## src/sv/nabs_pkg.sv

```systemverilog
// ----------------------------------------------------------------------------
// nabs_pkg
// Shared constants and controller/datapath interface types for the
// no-data aware box smoother.
// ----------------------------------------------------------------------------
package nabs_pkg;

   localparam int MAX_WIDTH_DEF  = 2048;
   localparam int MAX_KERNEL_DEF = 15;
   localparam int PIXEL_BITS_DEF = 16;

   localparam int KSIZE_BITS  = 4;
   localparam int WIDTH_BITS  = 12;
   localparam int HEIGHT_BITS = 16;
   localparam int CSR_IDX_BITS  = 2;
   localparam int CSR_DATA_BITS = 16;

   localparam int MEAN_BITS  = 24;
   localparam int COUNT_BITS = 8;
   localparam int FRAC_BITS  = 8;

   localparam logic [CSR_IDX_BITS-1:0] REG_KERNEL_SIZE  = 2'd0;
   localparam logic [CSR_IDX_BITS-1:0] REG_IMAGE_WIDTH  = 2'd1;
   localparam logic [CSR_IDX_BITS-1:0] REG_IMAGE_HEIGHT = 2'd2;

   localparam logic [KSIZE_BITS-1:0]  KSIZE_RESET  = 4'd3;
   // reset width is one bit wider than the 12-bit write field
   localparam logic [WIDTH_BITS:0]    WIDTH_RESET  = 13'd2048;
   localparam logic [HEIGHT_BITS-1:0] HEIGHT_RESET = 16'd512;

   localparam logic [MEAN_BITS-1:0] MEAN_MAX = 24'h7FFFFF;
   localparam logic [MEAN_BITS-1:0] MEAN_MIN = 24'h800000;
   localparam logic [COUNT_BITS-1:0] COUNT_MAX = 8'hFF;

   typedef struct packed {
      logic accept;
      logic scan_init;
      logic scan_step;
      logic div_init;
      logic div_step;
      logic load_out;
   } cmd_type;

   typedef struct packed {
      logic need_out;
      logic scan_last;
      logic div_last;
      logic out_busy;
   } sts_type;

endpackage

```

## src/sv/nabs_ctrl.sv

```systemverilog
// ----------------------------------------------------------------------------
// nabs_ctrl
// Sequencer: accept, window scan, divide, result hand-off.
// ----------------------------------------------------------------------------
module nabs_ctrl (
   input  logic              clock,
   input  logic              reset,
   input  logic              req_valid,
   output logic              req_ready,
   input  nabs_pkg::sts_type sts,
   output nabs_pkg::cmd_type cmd
);

   typedef enum logic [2:0] {
      IDLE,
      SCAN,
      DRAIN,
      DIV_INIT,
      DIV,
      OUTPUT
   } state_type;

   state_type state_ff, state_in;

   always_comb begin
      cmd           = '0;
      state_in      = state_ff;
      req_ready     = (state_ff == IDLE);
      case (state_ff)
         IDLE: begin
            cmd.accept = req_valid;
            if (req_valid && sts.need_out) begin
               cmd.scan_init = 1'b1;
               state_in      = SCAN;
            end
         end
         SCAN: begin
            cmd.scan_step = 1'b1;
            if (sts.scan_last) begin
               state_in = DRAIN;
            end
         end
         // last read word is accumulated here
         DRAIN: begin
            state_in = DIV_INIT;
         end
         DIV_INIT: begin
            cmd.div_init = 1'b1;
            state_in     = DIV;
         end
         DIV: begin
            cmd.div_step = 1'b1;
            if (sts.div_last) begin
               state_in = OUTPUT;
            end
         end
         OUTPUT: begin
            if (!sts.out_busy) begin
               cmd.load_out = 1'b1;
               state_in     = IDLE;
            end
         end
         default: begin
            state_in = IDLE;
         end
      endcase
   end

   always_ff @(posedge clock) begin
      if (reset) begin
         state_ff <= IDLE;
      end else begin
         state_ff <= state_in;
      end
   end

endmodule

```

## config.mk

```make
export PLATFORM = sky130hd
export DESIGN_NAME = nabs_ctrl
export DESIGN_NICKNAME = d
export VERILOG_FILES = /design/src/sv/nabs_pkg.sv /design/src/sv/nabs_ctrl.sv
export SDC_FILE = /design/constraint.sdc
export NUM_CORES = 1
export LEC_CHECK = 0
export ABC_AREA = 1
export BUFFER_PORTS_ARGS = -buffer_cell sky130_fd_sc_hd__buf_2
export CORE_AREA = 3 3 40 42
export DETAILED_ROUTE_END_ITERATION = 7
export DIE_AREA = 0 0 43 45
export RECOVER_POWER = 50
export SKIP_CTS_REPAIR_TIMING = 1
export SLEW_MARGIN = 5
export SYNTH_ARGS = -nofsm -noshare
export SYNTH_HDL_FRONTEND = slang
export SYNTH_SLANG_ARGS = --single-unit
```

## constraint.sdc

```tcl
create_clock -name clock -period 3.1 [get_ports clock]
set_clock_uncertainty 0.05 [all_clocks]
set_input_delay 0.62 -clock clock [delete_from_list [all_inputs] [get_ports clock]]
set_output_delay 0.62 -clock clock [all_outputs]
set_load 0.03 [all_outputs]
```

==> summary.md <==
| Metric | Value |
|---|---|
| Worst VDD drop | `approximately 0.3 mV` |
| Placed standard-cell area | `between 300 and 400 um^2` |
| Filler cells | `162` |
| Minimum clock period | `2.01 ns` |
| Post-Syn Area per Cell | `5.63 um^2` |
| Final setup fails | `0` |
| CORE AREA | `1280 um^2` |
| Die ar. | `1940 um^2` |
| Worst path max stage delay | `0.35 ns` |
| Clock power frac | `0.181` |
| RSZ-0062 raised after global routing | `false` |
| Yosys warns | `0` |
| GRT Total Usage | `0.0682` |
| Proportion of power drawn by combinational gates | `0.616` |
| Startpoint types | `flip-flop` |
| MaxCap Viol Count | `0` |
| CTS tree | `done` |
| Yosys reg bits | `3` |
| # IOs | `14` |
| Most flops, register | `state_ff` |
| Worst-path fanout max | `6` |
| Setup TNS | `0 ns` |
| Worst Max-Slew Pin Slew | `0.385 ns` |
| Vias after detailed routing | `293` |
| Final Cell Area | `330 um^2` |
| Worst skew pair latency | `approximately 0.23 ns` |
| Crit path cell chain | `nor2_1 -> inv_1 -> nor2_1 -> inv_1 -> nor2_1 -> buf_2` |
| Leak | `about 0.00019 uW` |
| CP bufs+invs | `3` |
| First-pass GRT wire length | `945 um` |
| Vert. Die Dim | `around 45 um` |
| HP Class | `flip-flop to flip-flop` |
| CP top delay family | `simple AND/OR/NAND/NOR gates` |
| Layout cells sized above 1 | `0.263` |
| CP endpoint kind | `output port` |
| DR iter-0 viols | `1` |
| Area grow syn2layout | `46.7%` |
| Final net count | `65` |
| WP data arrival | `1.34 ns` |
| Num CTS Buffers | `3` |
| Sw frac | `0.549` |
| Int Pwr | `169 uW` |
| Final hold slack | `0.484 ns` |
| Mapped Area | `~230 um^2` |
| Critical Path RT | `2.43 ns` |
| Mapped Cells | `40` |
| Final ANT Viol Nets | `0` |
| Worst relative slew slack | `0.745` |
| Total iterations of the first detailed-routing run | `4` |
| Port Buffers | `13` |
| Largest net degree at the start of global routing | `7` |
| Clock tree sinks | `3` |
| Vias per cell | `between 4 and 5` |
| Final Max Slew Viols | `0` |
| Mapped Nets | `47` |
| Pre-CTS setup slack | `1.23 ns` |
| CP max-delay cell | `dfxtp_1` |
| Final WS setup | `roughly 1.1 ns` |
| Max Fclk | `498 MHz` |
| Number of global-route vias before repair | `254` |
| Row count | `13` |
| Kind of critical path | `flip-flop to output port` |
| Tot Pwr | `375 uW` |
| Dpl hpwl | `502 um` |
| Largest regs | `state_ff (3)` |
| Clock-pin slew on the worst setup and hold paths | `0.04 ns` |
| Total power density per cell area | `1130 nW/um^2` |
| CP dominant cell by count | `nor2_1` |
| Final wirelength | `622 um` |
| Hold Violations, Final | `0` |
| Grt ovf | `0` |
| Drt drc | `0` |
| CTS Buffer Depth | `2` |
| Antenna fix cells | `0` |
| Cell variety after synth | `13` |
| DR WL/cell | `8.64 um` |
| Status | `finished, final reports clean` |
| H-tree depth | `1` |
| Tcrit/Tclk final | `0.647` |
| Post-synthesis sequential area ratio | `0.267` |
| Placer Congestion | `0.682` |
| P_sw | `slightly above 200 uW` |
| Sequential power share | `0.204` |
| Max reg flops | `3` |
| Initial Utilization | `0.175` |
| CTS root buffer | `clkbuf_4` |
| Die X-Extent | `43 um` |
| Initial antenna violation count | `0` |
[layout make-up]
cell class | instances | area, um^2 | area share
Sequential cell | 3 | 60.1 | 0.182
Timing Repair Buffer | 13 | 62.6 | 0.189
Multi-Input combinational cell | 28 | 129 | 0.390
Clock buffer | 4 | 26.3 | 0.0795
Inverter | 9 | 33.8 | 0.102
Tap cell | 15 | 18.8 | 0.0568
[power by group through the flow]
stage / logic (uW) / registers, uW / clock network (uW)
after floorplan: 183 / 72.2 / 0
after global placement: 236 / 78.8 / 0
after detailed placement: 237 / 78.2 / 0
after CTS: 239 / 77.3 / 71.5
after global routing: 256 / 78.6 / 78.6
final: 231 / 76.2 / 67.7
[worst min-delay path: stages (launching register included)]
cell and delay, ns:
dfxtp_1 0.34, nor2_1 0.11, nor2_1 0.05
[final timing paths]
path,cells after the start,slack (ns),endpoint,startpoint
max,6,1.09,cmd[4],state_ff[1]
min,2,0.48,state_ff[0],state_ff[0]
max reg2reg,7,1.85,state_ff[0],state_ff[2]
min reg2reg,2,0.48,state_ff[0],state_ff[0]
[cells in the final DEF (no fill, tap or decap)]
cell type / instances
a21oi_1: 1
buf_2: 11
clkbuf_1: 3
clkbuf_4: 3
dfxtp_1: 3
inv_1: 9
nand2_1: 6
nand3_1: 5
nand4_1: 1
nor2_1: 11
nor3_1: 1
nor3b_2: 1
nor4_1: 1
o21ai_0: 1
[per-layer routing]
| metal | vias to the layer above | global-route usage | wire (um) |
|---|---|---|---|
| met4 | 0 | 0.0542 | 0 |
| met5 | - | 0 | 0 |
| met3 | 0 | 0.0398 | 41 |
| met1 | 124 | 0.0673 | 287 |
| met2 | 11 | 0.105 | 293 |
| li1 | 158 | - | - |
[cells by family (layout without fill, tap and decap cells)]
group / after synthesis / in the layout / synth area share
AO/OA/AOI/OAI: 2 / 2 / 0.0444
buffers and inverters: 9 / 26 / 0.150
flip-flops: 3 / 3 / 0.267
AND/OR/NAND/NOR: 26 / 26 / 0.539
[per-stage QoR]
step,utilization,cells
floorplan,-,40
global placement,0.241,68
detailed placement,0.241,68
CTS,0.261,72
global route,0.257,72
finish,0.257,72
[synthesized netlist by cell type, drive strengths merged]
cell type,n,area share
nor3,1,0.022
nand3,5,0.11
nand4,1,0.028
a21oi,1,0.022
o21ai,1,0.022
nor4,1,0.028
dfxtp,3,0.27
inv,9,0.15
nor2,11,0.19
nand2,6,0.10
nor3b,1,0.056
(Power assumes the default switching activity.)
